`src/hw/rtl/bts_pkg.sv`:
```
`timescale 1ns / 1ps
// ----------------------------------------------------------------------------
// bts_pkg: shared types and constants of the buzzer tone sequencer
// Sound phases, command codes, register indexes, sequencer states and the
// fixed tones and lengths of the built-in sequences.
// ----------------------------------------------------------------------------
package bts_pkg;

  typedef enum logic [3:0] {
    PH_IDLE   = 4'd0,
    PH_CLICK  = 4'd1,
    PH_TOGGLE = 4'd2,
    PH_COIN1  = 4'd3,
    PH_COIN2  = 4'd4,
    PH_WARN1  = 4'd5,
    PH_PAUSE  = 4'd6,
    PH_WARN2  = 4'd7,
    PH_CUSTOM = 4'd8
  } phase_t;

  typedef enum logic [2:0] {
    CMD_TICK          = 3'd0,
    CMD_CUSTOM        = 3'd1,
    CMD_COIN          = 3'd2,
    CMD_LOW_BATTERY   = 3'd3,
    CMD_CLICK         = 3'd4,
    CMD_TOGGLE_MASTER = 3'd5,
    CMD_TOGGLE_CLICK  = 3'd6,
    CMD_STOP          = 3'd7
  } cmd_t;

  typedef enum logic [1:0] {
    ST_IDLE = 2'd0,
    ST_DIV  = 2'd1,
    ST_DONE = 2'd2
  } seq_state_t;

  localparam int CfgIndexWidth = 8;
  localparam logic [CfgIndexWidth-1:0] REG_CLICK_FREQ   = 8'd0;
  localparam logic [CfgIndexWidth-1:0] REG_CLICK_LENGTH = 8'd1;

  localparam logic [15:0] CLICK_FREQ_RESET   = 16'd2000;
  localparam logic [7:0]  CLICK_LENGTH_RESET = 8'd5;

  // Dividend of the period computation: one second in ns.
  localparam int          PeriodWidth = 30;
  localparam logic [29:0] NS_PER_S    = 30'd1000000000;

  localparam logic [15:0] COIN1_HZ = 16'd988;
  localparam logic [15:0] COIN1_MS = 16'd65;
  localparam logic [15:0] COIN2_HZ = 16'd1319;
  localparam logic [15:0] COIN2_MS = 16'd350;
  localparam logic [15:0] WARN_HZ  = 16'd1500;
  localparam logic [15:0] WARN_MS  = 16'd100;
  localparam logic [15:0] PAUSE_MS = 16'd80;
  localparam logic [15:0] MASTER_ON_HZ  = 16'd2200;
  localparam logic [15:0] MASTER_ON_MS  = 16'd80;
  localparam logic [15:0] MASTER_OFF_HZ = 16'd1000;
  localparam logic [15:0] MASTER_OFF_MS = 16'd60;
  localparam logic [15:0] CLICK_ON_HZ   = 16'd2400;
  localparam logic [15:0] CLICK_OFF_HZ  = 16'd1200;
  localparam logic [15:0] CLICK_TOGGLE_MS = 16'd50;

endpackage

```
`src/hw/rtl/buzzer_tone_sequencer_core.sv`:
```
`timescale 1ns / 1ps
// ----------------------------------------------------------------------------
// buzzer_tone_sequencer_core: speaker tone sequencer with PWM timing
//
// Usage: send one item per command or 1 ms tick on the input channel
// (in_valid/in_ready). Each accepted item updates the phase, countdown, tone
// and enable flags at once, then a bit-serial restoring divider works out
// 1e9 / tone, one quotient bit per cycle in 30 steps. One result item per
// input item leaves on the output channel (out_valid/out_ready) with the
// tone, PWM period and half-period in ns and the flags after the item.
// The division runs between acceptance and the output load; a new item is
// taken only once the shared divider's result has gone to the output register.
// in_ready is high only while no division is running. The result sits in an
// output register, so a new item is taken while a result still waits; if
// the receiver stalls, a finished division holds until the register frees.
// Configuration writes (cfg_valid/cfg_ready, ready whenever out of reset) set
// the click frequency (index 0) and click length (index 1); other indexes
// are dropped.
// Reset (rst, synchronous) gives silence, an idle phase, flags from the
// parameters, click registers at 2000 Hz / 5 ms and both channels empty.
// ----------------------------------------------------------------------------
module buzzer_tone_sequencer_core
  import bts_pkg::*;
#(
  parameter bit MASTER_DEFAULT = 1'b1,
  parameter bit CLICKY_DEFAULT = 1'b1
) (
  input  logic                     clk,
  input  logic                     rst,
  // configuration write channel
  input  logic                     cfg_valid,
  output logic                     cfg_ready,
  input  logic [CfgIndexWidth-1:0] cfg_index,
  input  logic [15:0]              cfg_data,
  // input item channel
  input  logic                     in_valid,
  output logic                     in_ready,
  input  logic [2:0]               command,
  input  logic [15:0]              tone_request_hz,
  input  logic [15:0]              tone_request_ms,
  // result item channel
  output logic                     out_valid,
  input  logic                     out_ready,
  output logic [15:0]              tone_hz,
  output logic [29:0]              pwm_period,
  output logic [28:0]              pwm_high,
  output logic                     master_on,
  output logic                     click_on,
  output logic                     playing
);

  localparam int CntWidth = $clog2(PeriodWidth);
  localparam logic [CntWidth-1:0] LastStep = CntWidth'(PeriodWidth - 1);

  // configuration registers
  logic [15:0] click_freq_hz;
  logic [7:0]  click_length_ms;

  // sequencer state
  phase_t      sound_phase, sound_phase_next;
  logic [15:0] remaining_ms, remaining_ms_next;
  logic [15:0] current_tone_hz, current_tone_hz_next;
  logic        master_flag, master_flag_next;
  logic        click_flag, click_flag_next;

  // divider
  seq_state_t            state, state_next;
  logic [15:0]           divisor;
  logic [15:0]           rem;
  logic [29:0]           dividend;
  logic [29:0]           quot;
  logic [CntWidth-1:0]   step;
  logic [16:0]           trial;
  logic                  q_bit;

  // control strobes from the output decoder
  logic in_take;
  logic div_run;
  logic out_load;

  assign cfg_ready = !rst;

  always_ff @(posedge clk) begin
    if (rst) begin
      click_freq_hz   <= CLICK_FREQ_RESET;
      click_length_ms <= CLICK_LENGTH_RESET;
    end else if (cfg_valid) begin
      if (cfg_index == REG_CLICK_FREQ) begin
        click_freq_hz <= cfg_data;
      end else if (cfg_index == REG_CLICK_LENGTH) begin
        click_length_ms <= cfg_data[7:0];
      end
    end
  end

  // Apply one item to the phase state.
  always_comb begin
    logic        in_seq;
    logic [15:0] dec_ms;
    sound_phase_next     = sound_phase;
    remaining_ms_next    = remaining_ms;
    current_tone_hz_next = current_tone_hz;
    master_flag_next     = master_flag;
    click_flag_next      = click_flag;
    in_seq = (sound_phase == PH_COIN1) || (sound_phase == PH_COIN2) ||
             (sound_phase == PH_WARN1) || (sound_phase == PH_PAUSE) ||
             (sound_phase == PH_WARN2);
    dec_ms = (remaining_ms != 16'd0) ? remaining_ms - 16'd1 : 16'd0;
    case (cmd_t'(command))
      CMD_TICK: begin
        if (sound_phase != PH_IDLE) begin
          remaining_ms_next = dec_ms;
          if (dec_ms == 16'd0) begin
            // phase ran out: advance the sequence or go silent
            case (sound_phase)
              PH_COIN1: begin
                sound_phase_next     = PH_COIN2;
                current_tone_hz_next = COIN2_HZ;
                remaining_ms_next    = COIN2_MS;
              end
              PH_WARN1: begin
                sound_phase_next     = PH_PAUSE;
                current_tone_hz_next = 16'd0;
                remaining_ms_next    = PAUSE_MS;
              end
              PH_PAUSE: begin
                sound_phase_next     = PH_WARN2;
                current_tone_hz_next = WARN_HZ;
                remaining_ms_next    = WARN_MS;
              end
              default: begin
                sound_phase_next     = PH_IDLE;
                current_tone_hz_next = 16'd0;
                remaining_ms_next    = 16'd0;
              end
            endcase
          end
        end
      end
      CMD_CUSTOM: begin
        if (master_flag) begin
          if (tone_request_hz == 16'd0 || tone_request_ms == 16'd0) begin
            sound_phase_next     = PH_IDLE;
            current_tone_hz_next = 16'd0;
            remaining_ms_next    = 16'd0;
          end else begin
            sound_phase_next     = PH_CUSTOM;
            current_tone_hz_next = tone_request_hz;
            remaining_ms_next    = tone_request_ms;
          end
        end
      end
      CMD_COIN: begin
        if (master_flag) begin
          sound_phase_next     = PH_COIN1;
          current_tone_hz_next = COIN1_HZ;
          remaining_ms_next    = COIN1_MS;
        end
      end
      CMD_LOW_BATTERY: begin
        if (master_flag) begin
          sound_phase_next     = PH_WARN1;
          current_tone_hz_next = WARN_HZ;
          remaining_ms_next    = WARN_MS;
        end
      end
      CMD_CLICK: begin
        // a click never cuts into the chime or the warning
        if (master_flag && click_flag && !in_seq) begin
          sound_phase_next     = PH_CLICK;
          current_tone_hz_next = click_freq_hz;
          remaining_ms_next    = {8'd0, click_length_ms};
        end
      end
      CMD_TOGGLE_MASTER: begin
        master_flag_next = ~master_flag;
        sound_phase_next = PH_TOGGLE;
        if (!master_flag) begin
          current_tone_hz_next = MASTER_ON_HZ;
          remaining_ms_next    = MASTER_ON_MS;
        end else begin
          current_tone_hz_next = MASTER_OFF_HZ;
          remaining_ms_next    = MASTER_OFF_MS;
        end
      end
      CMD_TOGGLE_CLICK: begin
        click_flag_next = ~click_flag;
        if (master_flag) begin
          sound_phase_next     = PH_TOGGLE;
          current_tone_hz_next = click_flag ? CLICK_OFF_HZ : CLICK_ON_HZ;
          remaining_ms_next    = CLICK_TOGGLE_MS;
        end
      end
      default: begin
        sound_phase_next     = PH_IDLE;
        current_tone_hz_next = 16'd0;
        remaining_ms_next    = 16'd0;
      end
    endcase
  end

  always_ff @(posedge clk) begin
    if (rst) begin
      sound_phase     <= PH_IDLE;
      remaining_ms    <= 16'd0;
      current_tone_hz <= 16'd0;
      master_flag     <= MASTER_DEFAULT;
      click_flag      <= CLICKY_DEFAULT;
    end else if (in_take) begin
      sound_phase     <= sound_phase_next;
      remaining_ms    <= remaining_ms_next;
      current_tone_hz <= current_tone_hz_next;
      master_flag     <= master_flag_next;
      click_flag      <= click_flag_next;
    end
  end

  // Sequencer: next state.
  always_comb begin
    state_next = state;
    case (state)
      ST_IDLE: begin
        if (in_valid) begin
          state_next = ST_DIV;
        end
      end
      ST_DIV: begin
        if (step == LastStep) begin
          state_next = ST_DONE;
        end
      end
      ST_DONE: begin
        if (!out_valid || out_ready) begin
          state_next = ST_IDLE;
        end
      end
      default: state_next = ST_IDLE;
    endcase
  end

  // Sequencer: strobes.
  always_comb begin
    in_ready = 1'b0;
    div_run  = 1'b0;
    out_load = 1'b0;
    case (state)
      ST_IDLE: in_ready = !rst;
      ST_DIV:  div_run  = 1'b1;
      ST_DONE: out_load = !out_valid || out_ready;
      default: ;
    endcase
  end

  assign in_take = in_valid && in_ready;

  always_ff @(posedge clk) begin
    if (rst) begin
      state <= ST_IDLE;
    end else begin
      state <= state_next;
    end
  end

  // Restoring divider: shift one dividend bit into the remainder a cycle.
  assign trial = {rem, dividend[PeriodWidth-1]};
  assign q_bit = (trial >= {1'b0, divisor});

  always_ff @(posedge clk) begin
    if (in_take) begin
      divisor  <= current_tone_hz_next;
      rem      <= 16'd0;
      dividend <= NS_PER_S;
      quot     <= '0;
      step     <= '0;
    end else if (div_run) begin
      rem      <= q_bit ? 16'(trial - {1'b0, divisor}) : trial[15:0];
      dividend <= {dividend[PeriodWidth-2:0], 1'b0};
      quot     <= {quot[PeriodWidth-2:0], q_bit};
      step     <= step + CntWidth'(1);
    end
  end

  // Output register: valid is control, the rest is payload.
  always_ff @(posedge clk) begin
    if (rst) begin
      out_valid <= 1'b0;
    end else if (out_load) begin
      out_valid <= 1'b1;
    end else if (out_ready) begin
      out_valid <= 1'b0;
    end
  end

  always_ff @(posedge clk) begin
    if (out_load) begin
      tone_hz    <= divisor;
      // silent tone: drop the divider's all-ones answer
      pwm_period <= (divisor == 16'd0) ? 30'd0 : quot;
      pwm_high   <= (divisor == 16'd0) ? 29'd0 : quot[PeriodWidth-1:1];
      master_on  <= master_flag;
      click_on   <= click_flag;
      playing    <= (sound_phase != PH_IDLE);
    end
  end

endmodule

```
`config.mk`:
```
export PLATFORM = sky130hd
export DESIGN_NAME = buzzer_tone_sequencer_core
export DESIGN_NICKNAME = d
export VERILOG_FILES = /design/src/hw/rtl/bts_pkg.sv /design/src/hw/rtl/buzzer_tone_sequencer_core.sv
export SDC_FILE = /design/constraint.sdc
export NUM_CORES = 1
export LEC_CHECK = 0
export BUFFER_PORTS_ARGS = -buffer_cell sky130_fd_sc_hd__buf_2
export CAP_MARGIN = 30
export CORE_ASPECT_RATIO = 1.1
export CORE_MARGIN = 1.5
export CORE_UTILIZATION = 45
export DETAILED_ROUTE_END_ITERATION = 8
export GPL_TIMING_DRIVEN = 1
export HOLD_SLACK_MARGIN = 0.02
export PLACE_DENSITY = 0.65
export RECOVER_POWER = 100
export SKIP_LAST_GASP = 1
export SYNTH_ARGS = -nofsm -noshare
export SYNTH_HDL_FRONTEND = slang
export SYNTH_SLANG_ARGS = --single-unit
```
`constraint.sdc`:
```
create_clock -name clk -period 9.65 [get_ports clk]
set_input_delay 0.4825 -clock clk [delete_from_list [all_inputs] [get_ports clk]]
set_output_delay 0.4825 -clock clk [all_outputs]
set_load 0.03 [all_outputs]
```
==> flow_summary.ini, run 1 <==
[timing]
tns_ns = 0
relSlewSlack = -1.312
period_minus_slack_ns = 5.984
rsz0062_at_grt = false
tightest_slew_ns = 3.468
setup_violations = 0
fmax_mhz = 167.1
final-hold-violation-count = 0
report.final.slew_viol_count = 332
finClkSkew_ns = 0.01785
fin_crit_sh = 0.6201

[die]
start_util = 0.4559
num_rows = 58
io_pins = 145
core_um2 = 22710
die_height_um = 162.1
dieArea_um2 = 23930
dieWidth_um = 147.6

[logic_synthesis]
ys_async_sr_fraction = 0
synth-seq-cells = 202
yosysTopAreaCell = dfxtp_1
syn_area_per_cell_um2 = 8.920
ys_types = 78
synth.area.top_cells = dfxtp_1 26%, edfxtp_1 19%, nand2_1 5.8%
syn_nets = 1246
synth_edf_count = 65
yosysWarningCount = 0
synth_top_area_share = 0.2648
synth_flop_cell = dfxtp_1
synthCells = 1161
seq_area_frac_synth = 0.4533
syn_area_um2 = 10360

[layout]
drive_gt1_frac = 0.09429
fillCellCount = 2189
nNetsFinal = 1331
final_common_cell = nand2_1
diodes = 0
fin_util = 0.5116
area_delta_synth_final_pct = 12.20
reg_top3 = pwm_period: 30 flops, quot: 30 flops, dividend: 21 flops
regArea_um2 = 4695
multi_input_area_um2 = 5019
final_cell_mix = 161 x nand2_1, 137 x dfxtp_1, 99 x clkbuf_1

[global_route]
grt_pass1_vias = 8128
grt_max_degree = 78
track_usage = 0.2189
grt_overflow = 0
grt_pass1_wl_um = 42610
antenna_found_initial = 0

[placed_design]
hpwl_um = 19070
io_buffer_count = 144
place_congestion = 0.9281

[clock_tree]
clk_latency_ns = 0.51
numCtsBuffers = 22
clkSlewWorstSetupHoldPaths_ns = 0.06
cts_root_buf = clkbuf_16
htreeDepth = 1
cts_tree = yes
cts_resized = 0
postCtsHoldBufs = 0
cts.sinks = 202
cts_max_path_buffers = 3
cts_setup_buffers = 0

[power]
p_per_area_nw_per_um2 = 218.8
seqPwrFrac = 0.408
combinationalPowerShare = 0.274
p_int_uw = 1725
clkPwrFrac = 0.318
vdd.ir_drop.worst_v = 0.0001278
p_sw_uw = 817.5
swShare = 0.3216
p_leak_uw = 0.004477

[setup_path]
endpoint_kind = flop
crit_fanout = 75
required_ns = 10.06
crit_type = input pin to flop
cp-start-kind = input pin
cp.arrival_ns = 6.39

[route]
drtIter0Drc = 707
viasPerCell = 5.695
drtAntennaViolNets = 0
wire_per_inst_um = 17.13
wl_um = 26750
drc = 0
firstDrtPassIters = 5
routed-via-count = 8895

[status]
status = complete, but fails checks
violations = max-capacitance violations, max-slew violations

[worst_hold_path]
min_path_type = input pin to flop

[job]
max-cap-violations = 7
[layout make-up]
class / count / share of cell area
well taps: 300 / 0.03230
clock buffers: 34 / 0.05653
repair buffers: 160 / 0.05987
inverters: 35 / 0.01131
multi-input cells: 825 / 0.4319
clock inverters: 6 / 0.004092
flip-flops and latches: 202 / 0.4040
[synthesized netlist by cell type, drive strengths merged, types with 6 or more instances]
cell    count
nor3b       7
dfxtp     137
or2         8
a211oi     13
buf        45
a22o        8
and2       36
nor4       25
a21oi      85
and4        6
nand2     161
a31oi       9
xnor2      14
edfxtp     65
nor2b      10
a21o       16
a22oi       9
inv        35
o211ai      9
o21ai      74
a222oi      7
nor2       80
o31ai       8
or3        14
nand4       8
ha         20
mux2i      41
nand3      31
nor3       23
o21bai      6
xor2        8
o21a       11
o31a        8
nand2b     11
clkbuf     54
[metrics by stage]
step | total power, uW | cell area (um^2) | hold slack [ns] | cells | setup slack (ns)
after floorplan | 1578 | 10360 | 0.4064 | 1161 | 6.379
after global placement | 1731 | 11080 | 0.4311 | 1519 | 5.924
after detailed placement | 1746 | 11100 | 0.4346 | 1522 | 5.855
after CTS | 2561 | 11810 | 0.1851 | 1562 | 5.804
after global routing | 2695 | 11620 | 0.2046 | 1562 | 2.897
final | 2542 | 11620 | 0.2032 | 1562 | 3.666
[routing by layer]
layer  share of wire  GRT usage  wire length [um]  vias up
li1                -          -                 -     4352
met4           0.032    0.08545               867        0
met2            0.48     0.3726             12770      324
met5               0          0                 0        -
met1            0.43     0.2806             11390     4148
met3           0.065    0.03062              1726       71
[cell families after synthesis]
logic type | synth area share
compound gates | 0.1934
simple gates | 0.2080
flops | 0.4533
buf+inv | 0.06089
fa+ha+maj | 0.02610
xor+xnor | 0.01861
mux | 0.03963
[worst max-delay path, cell delays in order]
cell      delay [ns]
buf_2           0.07
clkbuf_1        1.26
nor3_1          0.13
nand2_1         0.14
clkbuf_1        1.56
clkinv_1        0.32
clkbuf_1        1.34
o211a_1         0.47
o21ai_0         0.23
nand2_1         0.08
a21oi_1         0.24
[power groups by stage]
stage                     Combinational (uW)  Sequential, uW  Clock, uW
final                                    696            1040        809
after global routing                     787            1050        858
after CTS                                697            1040        828
after detailed placement                 694            1050          0
after global placement                   683            1050          0
after floorplan                          551            1030          0
[path summary, 6_finish.rpt]
path / slack (ns) / startpoint / cells past startpoint / endpoint
min reg2reg: 0.44 / dividend[9] / 2 / dividend[9]
max reg2reg: 4.32 / state[1] / 9 / current_tone_hz[9]
max: 3.67 / rst / 11 / current_tone_hz[9]
min: 0.20 / cfg_data[10] / 3 / click_freq_hz[10]
Note: power is estimated with default switching activity, not from simulation.
==> inputs of run 2 (changes only) <==
clock period = 5.7 ns   (was 9.65 ns; I/O delays follow)
==> run 2 against run 1 <==
  * The flow still finishes with violations (max-capacitance violations, max-slew violations)
  * Sequential cell count is the same
  * Critical path depth shrank 2
  * Total power grew 70%
  * Core utilization grew 0.66 points
  * Die area is the same
  * Non-clock buffer count grew 12
  * Register-to-register slack lost 3.0 ns
  * Routed wire length grew 0.52%
  * Clock skew shrank 0.0019 ns
  * Critical path type is now flop to flop
  * Critical endpoint unchanged
  * Largest cell class unchanged
  * Largest power group unchanged
==> flow_summary.ini, run 2 (same netlist as run 1, synthesis figures left out) <==
[status]
status = complete, but fails checks
violations = max-capacitance violations, max-slew violations

[clock_tree]
numCtsBuffers = 22
cts_tree = yes
htreeDepth = 1
clk_latency_ns = 0.52
clkSlewWorstSetupHoldPaths_ns = 0.06
cts.sinks = 202
cts_root_buf = clkbuf_16
cts_resized = 0
cts_max_path_buffers = 3

[power]
total_power_uw = 4312
combinationalPowerShare = 0.274
p_sw_uw = 1399
seqPwrFrac = 0.406
p_per_area_nw_per_um2 = 366.4
clkPwrFrac = 0.320
p_leak_uw = 0.004557
p_int_uw = 2913
swShare = 0.3245
vdd.ir_drop.worst_v = 0.0002199

[die]
dieArea_um2 = 23930
num_rows = 58
die_height_um = 162.1
dieWidth_um = 147.6
core_um2 = 22710
io_pins = 145
start_util = 0.4559

[layout]
nNetsFinal = 1343
final_common_cell = nand2_1
drive_gt1_frac = 0.09969
fin_area_um2 = 11770
diodes = 0
reg_top3 = pwm_period: 30 flops, quot: 30 flops, dividend: 21 flops
final_cell_mix = 161 x nand2_1, 137 x dfxtp_1, 90 x clkbuf_1
area_delta_synth_final_pct = 13.64

[route]
wire_per_inst_um = 17.08
drtIter0Drc = 756
drc = 0
drtAntennaViolNets = 0
firstDrtPassIters = 5
routed-via-count = 8936
viasPerCell = 5.677
wl_um = 26890

[timing]
setup_violations = 0
final-hold-violation-count = 0
finClkSkew_ns = 0.01596
fin_crit_sh = 0.7692
finalWorstSetupSlack_ns = 1.315
tightest_slew_ns = 2.631
report.final.slew_viol_count = 301
relSlewSlack = -0.7540
rsz0062_at_grt = false
period_minus_slack_ns = 4.385
tns_ns = 0
fmax_mhz = 228.1

[global_route]
track_usage = 0.2209
grt_overflow = 0
grt_max_degree = 76
antenna_found_initial = 0
grt_pass1_wl_um = 42900
grt_pass1_vias = 8276

[setup_path]
r2r_end = current_tone_hz[9]
slowest_stage = clkbuf_1
crit_buf_inv = 3
cp.arrival_ns = 4.82
crit_chain = nor3_1 -> nand2_1 -> clkbuf_1 -> clkinv_1 -> clkbuf_2 -> o211a_1 -> o21ai_0 -> nand2_1 -> a21oi_1
endpoint_kind = flop
r2r.worst_path.cells = 9
cp-start-kind = flop
cp_common_cell = nand2_1
cp.depth = 9
cp_top_family = buffers and inverters
reg2reg_setup_slack_ns = 1.32
max_stage_delay_ns = 1.65
required_ns = 6.14
crit_type = flop to flop
crit_fanout = 75
regToRegStartpoint = state[1]

[worst_hold_path]
whs_path_depth = 3
hold_start = cfg_data[11]
min_path_type = input pin to flop
hold-path-endpoint = click_freq_hz[11]

[placed_design]
hpwl_um = 18740
placed_area_um2 = 11120
io_buffer_count = 144
preCtsSetupSlack_ns = 1.858
place_congestion = 0.9353

[job]
max-cap-violations = 6
==> run 2: worst reg2reg max path, stage by stage, from the launching register on <==
cell	delay [ns]
dfxtp_1	0.36
nor3_1	0.09
nand2_1	0.07
clkbuf_1	1.65
clkinv_1	0.33
clkbuf_2	0.94
o211a_1	0.40
o21ai_0	0.22
nand2_1	0.08
a21oi_1	0.19
==> run 2: what timing repair did <==
| item | 4_1_cts | 5_1_grt |
|---|---|---|
| endpoints found under the hold margin | 13 | 0 |
| buffers inserted | 0 | 0 |
| hold buffers | 12 | 0 |
==> run 2: worst max path at each step <==
stage                         start            endpoint  slack (ns)
floorplan                 out_valid            click_on        2.50
global placement    remaining_ms[0]          divisor[1]        1.95
detailed placement  remaining_ms[0]          divisor[0]        1.86
CTS                 remaining_ms[0]          divisor[0]        1.84
global route               state[1]  current_tone_hz[9]        0.80
finish                     state[1]  current_tone_hz[9]        1.32
==> run 2: through the flow <==
step                  util  instances  hold slack, ns
floorplan                -       1161          0.4064
global placement    0.4876       1518          0.4312
detailed placement  0.4896       1522          0.4418
CTS                 0.5264       1574         0.02694
global route        0.5181       1574         0.04614
finish              0.5181       1574         0.03628
==> run 2: layout make-up <==
class | count | area [um^2]
Inverter | 35 | 131.4
Clock inverter | 12 | 81.33
Multi-Input combinational cell | 825 | 5032
Timing Repair Buffer | 172 | 820.8
Fill cell | 2153 | 10950
Tap cell | 300 | 375.4
Clock buffer | 28 | 633.1
Sequential cell | 202 | 4695
==> run 2: power groups by stage <==
stage	Combinational [uW]	Sequential [uW]	Clock, uW
5_1_grt	1330	1770	1470
6_report	1180	1750	1380
4_1_cts	1190	1750	1410
2_1_floorplan	932	1740	0
3_5_place_dp	1180	1780	0
3_3_place_gp	1160	1780	0
==> run 2: routing by layer <==
metal | part of all wire | vias up | track usage | routed length, um
met5 | 0 | - | 0 | 0
met1 | 0.43 | 4178 | 0.2851 | 11520
met3 | 0.064 | 60 | 0.02753 | 1709
met2 | 0.47 | 325 | 0.3766 | 12760
li1 | - | 4373 | - | -
met4 | 0.033 | 0 | 0.08545 | 897
